===== src/fks_pkg.sv =====
// Package with the constants, codes and types of the bend angle smoother.
`timescale 1ns / 1ps

package fks_pkg;

    // Block dimensions
    localparam int CHANNELS  = 5;
    localparam int WINDOW    = 5;

    // Field and datapath widths
    localparam int FINGER_W  = 3;
    localparam int RAW_W     = 16;
    localparam int ANGLE_W   = 15;
    localparam int THR_W     = 15;
    localparam int QN_W      = 16;
    localparam int COV_W     = 18;
    localparam int CFG_IDX_W = 3;
    localparam int CFG_W     = 18;
    localparam int CH_W      = (CHANNELS > 1) ? $clog2(CHANNELS) : 1;
    localparam int SLOT_W    = (WINDOW > 1) ? $clog2(WINDOW) : 1;
    localparam int CNT_W     = $clog2(WINDOW + 1);
    localparam int RAM_DEPTH = CHANNELS * WINDOW;
    localparam int ADDR_W    = (RAM_DEPTH > 1) ? $clog2(RAM_DEPTH) : 1;
    localparam int SUM_W     = ANGLE_W + CNT_W;
    localparam int DEN_W     = COV_W + 1;
    localparam int QUO_W     = 17;
    localparam int STEP_W    = 5;
    localparam int MUL_W     = COV_W + QUO_W;

    // Divider step counts for the gain and the window mean
    localparam logic [STEP_W-1:0] GAIN_STEPS = STEP_W'(QUO_W);
    localparam logic [STEP_W-1:0] MEAN_STEPS = STEP_W'(ANGLE_W);

    // Arithmetic constants
    localparam logic [QUO_W-1:0] K_ONE      = 17'h10000;
    localparam logic [MUL_W-1:0] ROUND_HALF = MUL_W'(32768);
    localparam logic [COV_W-1:0] COV_MAX    = '1;
    localparam logic [COV_W-1:0] COV_RESET  = 18'd65536;

    // Register reset values
    localparam logic [THR_W-1:0]   THR_RESET  = 15'd7680;
    localparam logic [QN_W-1:0]    QN_RESET   = 16'd6554;
    localparam logic [COV_W-1:0]   RN_RESET   = 18'd65536;
    localparam logic [ANGLE_W-1:0] AMAX_RESET = 15'd23040;

    // Configuration register indexes
    typedef enum logic [CFG_IDX_W-1:0] {
        REG_OUTLIER_THRESHOLD  = 3'd0,
        REG_PROCESS_NOISE      = 3'd1,
        REG_MEASUREMENT_NOISE  = 3'd2,
        REG_INITIAL_COVARIANCE = 3'd3,
        REG_ANGLE_MAX          = 3'd4
    } cfg_reg_t;

    // Sequencer states
    typedef enum logic [3:0] {
        S_IDLE,
        S_CLAMP,
        S_CHECK,
        S_KSTART,
        S_KWAIT,
        S_MUL0,
        S_MUL1,
        S_MUL2,
        S_UPDATE,
        S_SUM,
        S_MSTART,
        S_MWAIT,
        S_OUT
    } fsm_state_t;

    // Request to the shared divider
    typedef struct packed {
        logic              start;
        logic [STEP_W-1:0] steps;
        logic [DEN_W-1:0]  rem_init;
        logic [QUO_W-1:0]  bits;
        logic [DEN_W-1:0]  den;
    } div_req_t;

    // Answer of the shared divider
    typedef struct packed {
        logic             done;
        logic [QUO_W-1:0] quot;
    } div_rsp_t;

endpackage


===== src/fks_ram.sv =====
// Generic single-port-write, registered-read RAM.
`timescale 1ns / 1ps

module fks_ram #(
    parameter int WIDTH = 16,
    parameter int DEPTH = 32
) (
    input  logic                                       clk,
    input  logic                                       we,
    input  logic [((DEPTH > 1) ? $clog2(DEPTH) : 1)-1:0] waddr,
    input  logic [WIDTH-1:0]                           wdata,
    input  logic [((DEPTH > 1) ? $clog2(DEPTH) : 1)-1:0] raddr,
    output logic [WIDTH-1:0]                           rdata
);

    logic [WIDTH-1:0] mem_reg [DEPTH];
    logic [WIDTH-1:0] rdata_reg;

    // Write port and registered read port
    always_ff @(posedge clk)
    begin
        if (we)
        begin
            mem_reg[waddr] <= wdata;
        end
        rdata_reg <= mem_reg[raddr];
    end

    assign rdata = rdata_reg;

endmodule


===== src/fks_divider.sv =====
// Shared restoring divider, one quotient bit per cycle.
`timescale 1ns / 1ps

module fks_divider (
    input  logic             clk,
    input  logic             rst_n,
    input  fks_pkg::div_req_t req,
    output fks_pkg::div_rsp_t rsp
);

    import fks_pkg::*;

    logic              busy_reg, busy_next;
    logic              done_reg, done_next;
    logic [STEP_W-1:0] count_reg, count_next;
    logic [DEN_W-1:0]  rem_reg, rem_next;
    logic [DEN_W-1:0]  den_reg, den_next;
    logic [QUO_W-1:0]  bits_reg, bits_next;
    logic [QUO_W-1:0]  quot_reg, quot_next;
    logic [DEN_W:0]    shifted;
    logic [DEN_W:0]    trial;

    // Control registers
    always_ff @(posedge clk or negedge rst_n)
    begin
        if (!rst_n)
        begin
            busy_reg  <= 1'b0;
            done_reg  <= 1'b0;
            count_reg <= '0;
        end
        else
        begin
            busy_reg  <= busy_next;
            done_reg  <= done_next;
            count_reg <= count_next;
        end
    end

    // Datapath registers
    always_ff @(posedge clk)
    begin
        rem_reg  <= rem_next;
        den_reg  <= den_next;
        bits_reg <= bits_next;
        quot_reg <= quot_next;
    end

    // One shift, compare and subtract per cycle
    always_comb
    begin
        busy_next  = busy_reg;
        done_next  = 1'b0;
        count_next = count_reg;
        rem_next   = rem_reg;
        den_next   = den_reg;
        bits_next  = bits_reg;
        quot_next  = quot_reg;
        shifted    = {rem_reg, bits_reg[QUO_W-1]};
        trial      = shifted - {1'b0, den_reg};

        if (req.start)
        begin
            busy_next  = 1'b1;
            count_next = req.steps;
            rem_next   = req.rem_init;
            bits_next  = req.bits;
            den_next   = req.den;
            quot_next  = '0;
        end
        else if (busy_reg)
        begin
            if (shifted >= {1'b0, den_reg})
            begin
                rem_next  = trial[DEN_W-1:0];
                quot_next = {quot_reg[QUO_W-2:0], 1'b1};
            end
            else
            begin
                rem_next  = shifted[DEN_W-1:0];
                quot_next = {quot_reg[QUO_W-2:0], 1'b0};
            end
            bits_next  = {bits_reg[QUO_W-2:0], 1'b0};
            count_next = count_reg - 1'b1;
            if (count_reg == STEP_W'(1))
            begin
                busy_next = 1'b0;
                done_next = 1'b1;
            end
        end
    end

    assign rsp.done = done_reg;
    assign rsp.quot = quot_reg;

endmodule


===== src/flex_angle_kalman_smoother.sv =====
// Top level of the per-finger bend angle Kalman smoother.
//
//  Channel   Direction  Payload (low bit first)                      Width
//  s_axis    in         tuser: finger; tdata: sample angle           3 / 16
//  m_axis    out        tuser: finger_out, outlier_seen;             4 / 32
//                       tdata: window mean, kalman_estimate, pad
//  cfg       in         cfg_we, cfg_index, cfg_data                  1/3/18
//
// One sample occupies the block from the request to the result register,
// longer the more window entries are filled. The shared divider does
// most of the work: 17 steps for the gain and 15 for the window mean;
// the window sum reads one entry a cycle. When P + R is zero the gain
// division is skipped. The block takes no new sample until the result is
// in the output register; a stalled output holds the block in its last
// step. Reset is asynchronous and active low and needs no clearing pass.
`timescale 1ns / 1ps

module flex_angle_kalman_smoother (
    input  logic                          clk,
    input  logic                          rst_n,
    input  logic                          s_axis_tvalid,
    output logic                          s_axis_tready,
    input  logic [15:0]                   s_axis_tdata,   // sample angle
    input  logic [2:0]                    s_axis_tuser,   // finger
    output logic                          m_axis_tvalid,
    input  logic                          m_axis_tready,
    output logic [31:0]                   m_axis_tdata,   // window mean, kalman_estimate
    output logic [3:0]                    m_axis_tuser,   // finger_out, outlier_seen
    input  logic                          cfg_we,
    input  logic [fks_pkg::CFG_IDX_W-1:0] cfg_index,
    input  logic [fks_pkg::CFG_W-1:0]     cfg_data
);

    import fks_pkg::*;

    // Configuration registers
    logic [THR_W-1:0]   thr_reg;
    logic [QN_W-1:0]    qn_reg;
    logic [COV_W-1:0]   rn_reg;
    logic [ANGLE_W-1:0] amax_reg;

    // Per-finger state
    logic [ANGLE_W-1:0] est_reg  [CHANNELS];
    logic [ANGLE_W-1:0] est_next [CHANNELS];
    logic [COV_W-1:0]   cov_reg  [CHANNELS];
    logic [COV_W-1:0]   cov_next [CHANNELS];
    logic [SLOT_W-1:0]  slot_reg [CHANNELS];
    logic [SLOT_W-1:0]  slot_next[CHANNELS];
    logic [CNT_W-1:0]   fill_reg [CHANNELS];
    logic [CNT_W-1:0]   fill_next[CHANNELS];
    logic [ANGLE_W-1:0] last_reg [CHANNELS];
    logic [ANGLE_W-1:0] last_next[CHANNELS];
    logic               seen_reg, seen_next;

    // Sequencer and working registers
    fsm_state_t         state_reg, state_next;
    logic [FINGER_W-1:0] finger_reg, finger_next;
    logic [RAW_W-1:0]   raw_reg, raw_next;
    logic [ANGLE_W-1:0] z_reg, z_next;
    logic               flag_reg, flag_next;
    logic [COV_W-1:0]   p_reg, p_next;
    logic [QUO_W-1:0]   k_reg, k_next;
    logic [MUL_W-1:0]   acc_reg, acc_next;
    logic [ANGLE_W-1:0] xnew_reg, xnew_next;
    logic [CNT_W-1:0]   issue_reg, issue_next;
    logic               pend_reg, pend_next;
    logic [SUM_W-1:0]   sum_reg, sum_next;
    logic [ANGLE_W-1:0] mean_reg, mean_next;

    // Output register
    logic               out_valid_reg, out_valid_next;
    logic [FINGER_W-1:0] out_finger_reg, out_finger_next;
    logic [ANGLE_W-1:0] out_smooth_reg, out_smooth_next;
    logic [ANGLE_W-1:0] out_est_reg, out_est_next;
    logic               out_flag_reg, out_flag_next;

    // Combinational helpers
    logic [CH_W-1:0]    fidx;
    logic [ADDR_W-1:0]  base_addr;
    logic [ANGLE_W-1:0] diff;
    logic [DEN_W-1:0]   psum;
    logic [DEN_W-1:0]   gain_den;
    logic [SUM_W-1:0]   mean_num;
    logic [QUO_W-1:0]   omk;
    logic [COV_W-1:0]   mul_a;
    logic [QUO_W-1:0]   mul_b;
    logic [MUL_W-1:0]   mul_p;
    logic               ram_we;
    logic [ADDR_W-1:0]  ram_waddr;
    logic [ADDR_W-1:0]  ram_raddr;
    logic [ANGLE_W-1:0] ram_rdata;
    div_req_t           div_req;
    div_rsp_t           div_rsp;

    assign fidx      = finger_reg[CH_W-1:0];
    assign base_addr = ADDR_W'(fidx) * ADDR_W'(WINDOW);
    assign omk       = K_ONE - k_reg;
    assign mul_p     = MUL_W'(mul_a) * MUL_W'(mul_b);

    // Window store, one row of WINDOW entries per finger
    fks_ram #(
        .WIDTH (ANGLE_W),
        .DEPTH (RAM_DEPTH)
    ) u_window (
        .clk   (clk),
        .we    (ram_we),
        .waddr (ram_waddr),
        .wdata (xnew_reg),
        .raddr (ram_raddr),
        .rdata (ram_rdata)
    );

    // Shared divider for the gain and the window mean
    fks_divider u_divider (
        .clk   (clk),
        .rst_n (rst_n),
        .req   (div_req),
        .rsp   (div_rsp)
    );

    // Configuration writes; the initial covariance only matters at reset,
    // where it always holds its reset value, so its writes are dropped.
    always_ff @(posedge clk or negedge rst_n)
    begin
        if (!rst_n)
        begin
            thr_reg  <= THR_RESET;
            qn_reg   <= QN_RESET;
            rn_reg   <= RN_RESET;
            amax_reg <= AMAX_RESET;
        end
        else if (cfg_we)
        begin
            unique case (cfg_reg_t'(cfg_index))
                REG_OUTLIER_THRESHOLD:  thr_reg  <= cfg_data[THR_W-1:0];
                REG_PROCESS_NOISE:      qn_reg   <= cfg_data[QN_W-1:0];
                REG_MEASUREMENT_NOISE:  rn_reg   <= cfg_data[COV_W-1:0];
                REG_INITIAL_COVARIANCE: ;
                REG_ANGLE_MAX:          amax_reg <= cfg_data[ANGLE_W-1:0];
                default:                ;
            endcase
        end
    end

    // State register and per-finger state
    always_ff @(posedge clk or negedge rst_n)
    begin
        if (!rst_n)
        begin
            state_reg     <= S_IDLE;
            seen_reg      <= 1'b0;
            out_valid_reg <= 1'b0;
            pend_reg      <= 1'b0;
            issue_reg     <= '0;
            for (int c = 0; c < CHANNELS; c++)
            begin
                est_reg[c]  <= '0;
                cov_reg[c]  <= COV_RESET;
                slot_reg[c] <= '0;
                fill_reg[c] <= '0;
                last_reg[c] <= '0;
            end
        end
        else
        begin
            state_reg     <= state_next;
            seen_reg      <= seen_next;
            out_valid_reg <= out_valid_next;
            pend_reg      <= pend_next;
            issue_reg     <= issue_next;
            est_reg       <= est_next;
            cov_reg       <= cov_next;
            slot_reg      <= slot_next;
            fill_reg      <= fill_next;
            last_reg      <= last_next;
        end
    end

    // Working and output payload registers
    always_ff @(posedge clk)
    begin
        finger_reg     <= finger_next;
        raw_reg        <= raw_next;
        z_reg          <= z_next;
        flag_reg       <= flag_next;
        p_reg          <= p_next;
        k_reg          <= k_next;
        acc_reg        <= acc_next;
        xnew_reg       <= xnew_next;
        sum_reg        <= sum_next;
        mean_reg       <= mean_next;
        out_finger_reg <= out_finger_next;
        out_smooth_reg <= out_smooth_next;
        out_est_reg    <= out_est_next;
        out_flag_reg   <= out_flag_next;
    end

    // Sequencer: next state and datapath control
    always_comb
    begin
        state_next      = state_reg;
        seen_next       = seen_reg;
        est_next        = est_reg;
        cov_next        = cov_reg;
        slot_next       = slot_reg;
        fill_next       = fill_reg;
        last_next       = last_reg;
        finger_next     = finger_reg;
        raw_next        = raw_reg;
        z_next          = z_reg;
        flag_next       = flag_reg;
        p_next          = p_reg;
        k_next          = k_reg;
        acc_next        = acc_reg;
        xnew_next       = xnew_reg;
        issue_next      = issue_reg;
        pend_next       = pend_reg;
        sum_next        = sum_reg;
        mean_next       = mean_reg;
        out_finger_next = out_finger_reg;
        out_smooth_next = out_smooth_reg;
        out_est_next    = out_est_reg;
        out_flag_next   = out_flag_reg;
        out_valid_next  = out_valid_reg && !m_axis_tready;

        s_axis_tready   = 1'b0;
        mul_a           = '0;
        mul_b           = '0;
        ram_we          = 1'b0;
        ram_waddr       = base_addr + ADDR_W'(slot_reg[fidx]);
        ram_raddr       = base_addr + ADDR_W'(issue_reg[SLOT_W-1:0]);
        div_req         = '0;

        diff     = (z_reg > last_reg[fidx]) ? (z_reg - last_reg[fidx])
                                            : (last_reg[fidx] - z_reg);
        psum     = {1'b0, cov_reg[fidx]} + DEN_W'(qn_reg);
        gain_den = {1'b0, p_reg} + {1'b0, rn_reg};
        mean_num = sum_reg + SUM_W'(fill_reg[fidx] >> 1);

        unique case (state_reg)
            S_IDLE:
            begin
                s_axis_tready = 1'b1;
                if (s_axis_tvalid && (int'(s_axis_tuser) < CHANNELS))
                begin
                    finger_next = s_axis_tuser;
                    raw_next    = s_axis_tdata;
                    state_next  = S_CLAMP;
                end
            end

            // Negative samples go to zero, large ones to the upper bound.
            S_CLAMP:
            begin
                if (raw_reg[RAW_W-1])
                begin
                    z_next = '0;
                end
                else if (raw_reg[ANGLE_W-1:0] > amax_reg)
                begin
                    z_next = amax_reg;
                end
                else
                begin
                    z_next = raw_reg[ANGLE_W-1:0];
                end
                state_next = S_CHECK;
            end

            // Outlier replacement and predicted covariance.
            S_CHECK:
            begin
                flag_next = 1'b0;
                if (seen_reg && (diff > thr_reg))
                begin
                    z_next    = last_reg[fidx];
                    flag_next = 1'b1;
                end
                seen_next  = 1'b1;
                p_next     = psum[DEN_W-1] ? COV_MAX : psum[COV_W-1:0];
                state_next = S_KSTART;
            end

            // Gain K = P / (P + R) in Q1.16; the divider gets P >> 1 as its
            // starting remainder, which is always below the divisor.
            S_KSTART:
            begin
                if (gain_den == '0)
                begin
                    k_next     = '0;
                    state_next = S_MUL0;
                end
                else
                begin
                    div_req.start    = 1'b1;
                    div_req.steps    = GAIN_STEPS;
                    div_req.rem_init = DEN_W'(p_reg[COV_W-1:1]);
                    div_req.bits     = {p_reg[0], {(QUO_W-1){1'b0}}};
                    div_req.den      = gain_den;
                    state_next       = S_KWAIT;
                end
            end

            S_KWAIT:
            begin
                if (div_rsp.done)
                begin
                    k_next     = div_rsp.quot;
                    state_next = S_MUL0;
                end
            end

            // Estimate: x * (1 - K) + z * K, rounded.
            S_MUL0:
            begin
                mul_a      = COV_W'(est_reg[fidx]);
                mul_b      = omk;
                acc_next   = mul_p;
                state_next = S_MUL1;
            end

            S_MUL1:
            begin
                mul_a      = COV_W'(z_reg);
                mul_b      = k_reg;
                acc_next   = acc_reg + mul_p + ROUND_HALF;
                state_next = S_MUL2;
            end

            // Covariance: P * (1 - K), rounded.
            S_MUL2:
            begin
                xnew_next  = acc_reg[16 +: ANGLE_W];
                mul_a      = p_reg;
                mul_b      = omk;
                acc_next   = mul_p + ROUND_HALF;
                state_next = S_UPDATE;
            end

            // Commit the update and push the estimate into the ring.
            S_UPDATE:
            begin
                est_next[fidx] = xnew_reg;
                cov_next[fidx] = acc_reg[16 +: COV_W];
                ram_we         = 1'b1;
                if (slot_reg[fidx] == SLOT_W'(WINDOW - 1))
                begin
                    slot_next[fidx] = '0;
                end
                else
                begin
                    slot_next[fidx] = slot_reg[fidx] + 1'b1;
                end
                if (fill_reg[fidx] < CNT_W'(WINDOW))
                begin
                    fill_next[fidx] = fill_reg[fidx] + 1'b1;
                end
                issue_next = '0;
                pend_next  = 1'b0;
                sum_next   = '0;
                state_next = S_SUM;
            end

            // Sum the filled entries, one read a cycle.
            S_SUM:
            begin
                if (issue_reg < fill_reg[fidx])
                begin
                    issue_next = issue_reg + 1'b1;
                    pend_next  = 1'b1;
                end
                else
                begin
                    pend_next = 1'b0;
                end
                if (pend_reg)
                begin
                    sum_next = sum_reg + SUM_W'(ram_rdata);
                end
                if ((issue_reg == fill_reg[fidx]) && !pend_reg)
                begin
                    state_next = S_MSTART;
                end
            end

            // Mean with round half up; the quotient fits the angle width.
            S_MSTART:
            begin
                div_req.start    = 1'b1;
                div_req.steps    = MEAN_STEPS;
                div_req.rem_init = DEN_W'(mean_num[SUM_W-1:ANGLE_W]);
                div_req.bits     = {mean_num[ANGLE_W-1:0], {(QUO_W-ANGLE_W){1'b0}}};
                div_req.den      = DEN_W'(fill_reg[fidx]);
                state_next       = S_MWAIT;
            end

            S_MWAIT:
            begin
                if (div_rsp.done)
                begin
                    if (div_rsp.quot[ANGLE_W-1:0] > amax_reg)
                    begin
                        mean_next = amax_reg;
                    end
                    else
                    begin
                        mean_next = div_rsp.quot[ANGLE_W-1:0];
                    end
                    state_next = S_OUT;
                end
            end

            // Load the result once the output register is free.
            S_OUT:
            begin
                if (!out_valid_reg || m_axis_tready)
                begin
                    out_valid_next  = 1'b1;
                    out_finger_next = finger_reg;
                    out_smooth_next = mean_reg;
                    out_est_next    = (est_reg[fidx] > amax_reg) ? amax_reg
                                                                 : est_reg[fidx];
                    out_flag_next   = flag_reg;
                    last_next[fidx] = mean_reg;
                    state_next      = S_IDLE;
                end
            end

            default:
            begin
                state_next = S_IDLE;
            end
        endcase
    end

    // Result port
    assign m_axis_tvalid = out_valid_reg;
    assign m_axis_tdata  = {2'b00, out_est_reg, out_smooth_reg};
    assign m_axis_tuser  = {out_flag_reg, out_finger_reg};

endmodule


===== config.mk =====
export PLATFORM = sky130hd
export DESIGN_NAME = flex_angle_kalman_smoother
export DESIGN_NICKNAME = d
export VERILOG_FILES = /design/src/fks_pkg.sv /design/src/fks_ram.sv /design/src/fks_divider.sv /design/src/flex_angle_kalman_smoother.sv
export SDC_FILE = /design/constraint.sdc
export NUM_CORES = 2
export LEC_CHECK = 0
export ABC_AREA = 1
export BUFFER_PORTS_ARGS = -buffer_cell sky130_fd_sc_hd__buf_2
export CAP_MARGIN = 20
export CELL_PAD_IN_SITES_DETAIL_PLACEMENT = 1
export CELL_PAD_IN_SITES_GLOBAL_PLACEMENT = 2
export CORE_MARGIN = 2
export CORE_UTILIZATION = 40
export DETAILED_ROUTE_END_ITERATION = 6
export MAX_ROUTING_LAYER = met4
export PLACE_DENSITY_LB_ADDON = 0.05
export SKIP_LAST_GASP = 1
export SLEW_MARGIN = 20
export SYNTH_ARGS = -nofsm -noshare
export SYNTH_HDL_FRONTEND = slang
export SYNTH_HIERARCHICAL = 1
export SYNTH_SLANG_ARGS = --single-unit

===== constraint.sdc =====
create_clock -name clk -period 11.5 [get_ports clk]
set_input_delay 0 -clock clk [delete_from_list [all_inputs] [get_ports clk]]
set_output_delay 0 -clock clk [all_outputs]
set_load 0.01 [all_outputs]

Word-level counts from Yosys, hierarchy flattened
Memories as Yosys holds them, arrays and structs flattened. A register that Yosys moved wholly into a read port is not among the register bits.
Index checks and enable logic that the tools add are counted.
{"block": "word_totals", "out_inout_bits": 38, "wordCells": 223, "n_memories": 1, "regBits": 610, "ram_bits": 375, "inputBits": 45}
{"name": "u_window.mem_reg", "words": 25, "word_bits": 15, "read_ports": 1, "rd_clocked_by_memory_dff": 1, "wr": 1, "line": "fks_ram.sv:16", "source": "logic [WIDTH-1:0] mem_reg [DEPTH];"}
{"block": "op_classes", "muxes": 76, "reduce_logical": 31, "n_addsub": 17, "magnitude_cmp": 11, "eq_ne": 27, "n_bitwise": 3, "multipliers": 2}
{"op": "2-to-1 mux 15 bit", "n": 12}
{"op": "bitwise mux 75 bit", "n": 2}
{"op": "case mux 61 bit (2 select lines)", "n": 1}
{"op": "case mux 35 bit (3 select lines)", "n": 1}
{"op": "binary-select mux 15 bit (select 3 bit)", "n": 2}
{"op": "bitwise mux 90 bit", "n": 1}
{"op": "> comparator 15 bit", "n": 5}
{"op": "2-to-1 mux 18 bit", "n": 4}
{"op": "adder 35 x 16 -> 35 bit (second input constant)", "n": 2}
{"op": "2-to-1 mux 17 bit", "n": 4}
{"op": "case mux 17 bit (2 select lines)", "n": 2}
{"op": "2-to-1 mux 61 bit", "n": 1}
{"op": "2-to-1 mux 19 bit", "n": 3}
{"op": "binary-select mux 18 bit (select 3 bit)", "n": 1}
{"op": "demux 18 bit (select 3 bit)", "n": 1}
{"op": "case mux 18 bit (3 select lines)", "n": 1}
{"op": "case mux 4 bit (13 select lines)", "n": 1}
{"op": "demux 15 bit (select 3 bit)", "n": 1}
{"op": "case mux 18 bit (2 select lines)", "n": 1}
{"op": "adder 35 bit", "n": 1}
{"op": "multiplier 18 x 17 -> 35 bit", "n": 1}
{"op": "bitwise mux 15 bit", "n": 2}
{"op": "case mux 15 bit (2 select lines)", "n": 1}
{"op": "subtractor 15 bit", "n": 2}
{"op": "other kinds (49)", "n": 114}

Longest topological paths before layout
{"block": "logic_depth", "word_depth": 10, "ltp_mapped": 53, "ltp_nobuf": 52}

Hierarchy
Netlist, hierarchy kept.
{"module": "flex_angle_kalman_smoother", "cells_per_inst": 5405, "area_each_um2": 42480.7, "n_inst": 1, "seq_area_each_um2": 14219.9}
{"module": "fks_ram", "cells_per_inst": 1481, "area_each_um2": 16220.6, "n_inst": 1, "seq_area_each_um2": 11561.1}
{"module": "fks_divider", "cells_per_inst": 581, "area_each_um2": 4559.4, "n_inst": 1, "seq_area_each_um2": 2167.1}

Worst setup path after synthesis
OpenSTA, ideal clock, no wires.
{"block": "synth_path", "path_kind": "reg2reg", "startpoint": "reg state_reg[2]", "endpoint": "reg acc_reg[33], data pin", "path_buffers": 1, "synth_period_minus_slack_ps": 9024, "t_arrival_ps": 8771, "path_stages_with_launch": 45, "setup_slack_ps": 2476, "required_ps": 11247, "setup_time_ps": 253, "path_cell_list": "dfrtp_1 -> inv_1 -> nor2_4 -> inv_1 -> nor2_1 -> o21a_1 -> nand2_1 -> clkinv_1 -> clkbuf_1 -> nand2_1 -> fa_1 -> inv_1 -> fa_1 -> fa_1 -> inv_1 -> fa_1 -> inv_1 -> fa_1 -> [... 9 more ...] -> nand3_1 -> nand2_1 -> nand2_1 -> inv_1 -> ha_1 -> ha_1 -> nand2_1 -> nor2_1 -> inv_1 -> nor4_1 -> a21oi_1 -> nand2_1 -> xor2_1 -> nand2_1 -> nand3_1 -> nand2_1 -> inv_1 -> nand2_1"}
{"block": "synth_between", "elab_chain_cells": 7, "elab_cells_between_ends": 11, "cone_classes": "3 x add/sub; 1 x mul; 3 x eq/ne; 3 x mux; 1 x reduce/logical"}
{"element": "start, declared", "line": "flex_angle_kalman_smoother.sv:56", "source": "fsm_state_t state_reg, state_next;"}
{"element": "start signal, assigned", "line": "flex_angle_kalman_smoother.sv:166", "source": "state_reg <= state_next;"}
{"element": "equality test 4 x 3 -> 1 bit", "line": "flex_angle_kalman_smoother.sv:240", "source": "unique case (state_reg)"}
{"element": "OR reduction 2 bit (no line)"}
{"element": "case mux 17 bit (2 select lines)", "line": "flex_angle_kalman_smoother.sv:240"}
{"element": "multiplier 18 x 17 -> 35 bit", "line": "flex_angle_kalman_smoother.sv:98", "source": "assign mul_p = MUL_W'(mul_a) * MUL_W'(mul_b);"}
{"element": "adder 35 bit", "line": "flex_angle_kalman_smoother.sv:326", "source": "acc_next = acc_reg + mul_p + ROUND_HALF;"}
{"element": "adder 35 x 16 -> 35 bit", "line": "flex_angle_kalman_smoother.sv:326"}
{"element": "case mux 35 bit (3 select lines) *", "line": "flex_angle_kalman_smoother.sv:240"}
{"element": "via acc_next[33]", "line": "flex_angle_kalman_smoother.sv:63", "source": "logic [MUL_W-1:0] acc_reg, acc_next;"}
{"element": "end signal, assigned", "line": "flex_angle_kalman_smoother.sv:188", "source": "acc_reg <= acc_next;"}
{"element": "end, declared", "line": "flex_angle_kalman_smoother.sv:63"}
Mark *: on every way through the listed nets, which the timed path passes. The rest lies on a longest branch.
A chain may end at the register's enable or synchronous reset.

Worst setup path after layout
{"block": "layout_path", "startpoint": "reg state_reg[1]", "endpoint": "reg acc_reg[23], data pin"}
The elaborated chain is that of the path after synthesis.

==> flow_summary.json <==
{
  "start_util_pct": 40.4,
  "clock_path_buffers": 3,
  "area_delta_synth_final_pct": 11.2,
  "vias": 51100,
  "cpMaxStageDelayCell": "inv_1",
  "hold_buffers": 56,
  "crit_fanout": 31,
  "drt_first_pass_iters": 5,
  "clkTransAtPathRegs_ps": 70,
  "period_needed_ps": 10850,
  "synthArstFlopShare_pct": 35.1,
  "worstRegToRegCells": 43,
  "synth.most_common_cell": "nand2_1",
  "drt_iter0_markers": 3785,
  "drive_gt1_share_pct": 6.72,
  "worstPathRequired_ps": 11980,
  "die_w_um": 402,
  "synth_ff_type": "edfxtp_1",
  "grt_pass1_wl_um": 339000,
  "core-area_um2": 157000,
  "gp_congestion": 0.910,
  "r2r_setup_slack_ps": 650,
  "leakagePower_nw": 33.1,
  "synth_top_area_share_pct": 29.2,
  "grt_pass1_vias": 53100,
  "critPathLaunchType": "flip-flop",
  "yosys.area_share.simple_pct": 21.8,
  "synth-edff-count": 616,
  "fillers": 18500,
  "timing.hold.ws_ps": -31.3,
  "postCtsSetupBuffers": 0,
  "cpMostUsedCell": "inv_1",
  "cts-buffers-inserted": 112,
  "drc": 0,
  "hpwl_um": 165000,
  "status": "finished, violations left",
  "grt_antenna_before_repair": 6,
  "grt_usage_pct": 28.5,
  "netlist_area_um2": 63300,
  "synth_fa_ha_area_share_pct": 14.7,
  "wl_um": 223000,
  "synthMuxAreaShare_pct": 0.0356,
  "syn_inst": 7467,
  "arrival_ps": 11330,
  "startpoint": "state_reg[1]",
  "setup_violations": 0,
  "crit_path_end_kind": "flip-flop",
  "max_slew_margin_pct": 23.3,
  "vias_per_cell": 5.25,
  "r2r_end": "acc_reg[23]",
  "avgSynthCellArea_um2": 8.47,
  "timing.final.crit_share_pct": 94.3,
  "portBuffers": 80,
  "worst_pin_slew_ps": 1140,
  "slowest_delay_ps": 540,
  "num_rows": 145,
  "crit_end": "acc_reg[23]",
  "power_density_nw_per_um2": 209,
  "synth_cell_type_count": 79,
  "cts_resized": 0,
  "yosys_warnings": 6,
  "wl_per_cell_um": 22.9,
  "io_pins": 83,
  "hold_class": "input port to flip-flop",
  "synth.area.top_cells": "edfxtp_1 29%, dfrtp_1 13%, nand2_1 13%, fa_1 7.8%, inv_1 7.3%",
  "ys_ff_latch": 999,
  "clock-sinks": 999,
  "ys_top_cells_by_count": "2156 x nand2_1, 1226 x inv_1, 616 x edfxtp_1",
  "largest_register_ffs": 375,
  "drv_cap": 0,
  "final_nets": 8216,
  "yosysTopAreaCell": "edfxtp_1",
  "violations": "negative hold slack",
  "grt_overflow": 0,
  "synthXorXnorAreaFrac_pct": 1.30,
  "clkLatencyLatePin_ps": 770,
  "crit_type": "flip-flop to flip-flop",
  "cts_tree": "yes",
  "ir_worst_vdd_mv": 0.129,
  "fin_tns_setup_ps": 0,
  "reg2reg_from": "state_reg[1]",
  "final_max_slew_viol_count": 0,
  "synth_top_family_by_area": "simple AND/OR/NAND/NOR gates",
  "seq_area_frac_synth_pct": 44.2,
  "cts-root-buf": "clkbuf_16",
  "grt_setup_unrepaired": "no",
  "die_h_um": 402,
  "fin_skew_ps": 82.3,
  "hold_viol_final": 5,
  "die-area_um2": 161000,
  "fmaxAchievable_mhz": 92.2,
  "synth_compound_area_share_pct": 8.42,
  "power.total_mw": 14.7,
  "htree_levels": 3,
  "postRouteAntennaNets": 0,
  "grt_max_degree": 153
}
==> power by group <==
part | switching [mW] | total [mW] | internal, mW
Sequential | 0.479 | 5.12 | 4.64
Combinational | 4.13 | 5.88 | 1.75
Clock | 1.61 | 3.67 | 2.06
Total | 6.22 | 14.7 | 8.46
==> worst max-delay path: cells and delay by family, from the launching register on <==
family	cells	cell delay [ps]
adders and majority gates	9	4140
and+or+nand+nor	14	2610
buffers and inverters	13	2180
AOI/OAI and AO/OA	6	1000
DFF	1	430
xor gates and xnor gates	1	220
==> worst min-delay path by stage <==
stage	cells after the start	to	slack [ps]	start
final	3	amax_reg[11]	-30	cfg_we
after global routing	2	fidx[0]	30	s_axis_tuser[0]
after CTS	2	fidx[0]	2	s_axis_tuser[0]
after detailed placement	1	last_reg[12]	170	rst_n
after global placement	1	last_reg[12]	170	rst_n
after floorplan	0	amax_reg[0]	-300	rst_n
==> layout by cell type, fill, tap and decap left out, types with 15 or more instances in the layout <==
master / netlist / layout
a21oi_1: 207 / 207
a221oi_1: 15 / 15
a22oi_1: 28 / 28
buf_2: 95 / 79
buf_4: 25 / 99
clkbuf_1: 101 / 22
clkbuf_16: 0 / 114
clkinv_1: 13 / 26
clkinv_2: 0 / 25
dfrtp_1: 330 / 330
dfstp_2: 21 / 21
dfxtp_1: 32 / 32
dlygate4sd3_1: 0 / 55
edfxtp_1: 616 / 616
fa_1: 248 / 248
ha_1: 348 / 347
inv_1: 1226 / 1223
nand2_1: 2156 / 2153
nand3_1: 506 / 504
nand3b_1: 29 / 29
nand4_1: 67 / 67
nor2_1: 426 / 422
nor2_2: 17 / 19
nor3_1: 41 / 39
o21a_1: 16 / 16
o21ai_0: 496 / 494
o21ai_1: 16 / 17
o22ai_1: 51 / 51
or2_2: 29 / 29
xnor2_1: 39 / 38
xor2_1: 50 / 50
==> through the flow <==
step / instance area (µm²) / setup slack (ps) / util (%) / hold slack (ps) / std cells
after detailed placement: 65800 / 588 / 42.1 / 171 / 9457
final: 70300 / 651 / 44.9 / -31.3 / 9733
after CTS: 70200 / 598 / 44.8 / 2.08 / 9726
after global routing: 70300 / 10.0 / 44.9 / 34.0 / 9732
after global placement: 65800 / 712 / 42.0 / 173 / 9456
after floorplan: 63300 / 2480 / - / -296 / 7472
==> layer usage <==
layer	track usage (%)	share of wire, %	wire [µm]	vias to the layer above
li1	-	-	-	24200
met3	2.66	4.4	9710	223
met5	-	0	0	-
met4	6.28	2.1	4610	0
met1	39.8	47	105000	25700
met2	45.2	47	104000	1053
==> cells by family after synthesis <==
family / Yosys count
AO/OA/AOI/OAI: 940
multiplexers: 2
buffers and inverters: 1507
AND/OR/NAND/NOR: 3331
other: 1
adder cells (fa/ha/maj): 596
flip-flops: 999
XOR/XNOR: 91
==> cell type report <==
class                   count  area, µm²  share of cell area, %
clock buffers             145       3060                   4.35
repair buffers            244       1900                   2.70
clock inverters            68        702                  0.998
well taps                2058       2570                   3.66
inverters                1252       4710                   6.69
multi-input cells        4966      29400                   41.9
flip-flops and latches    999      27900                   39.7
diodes                      1       2.50                0.00356
Power figures use the tool's default switching activity.
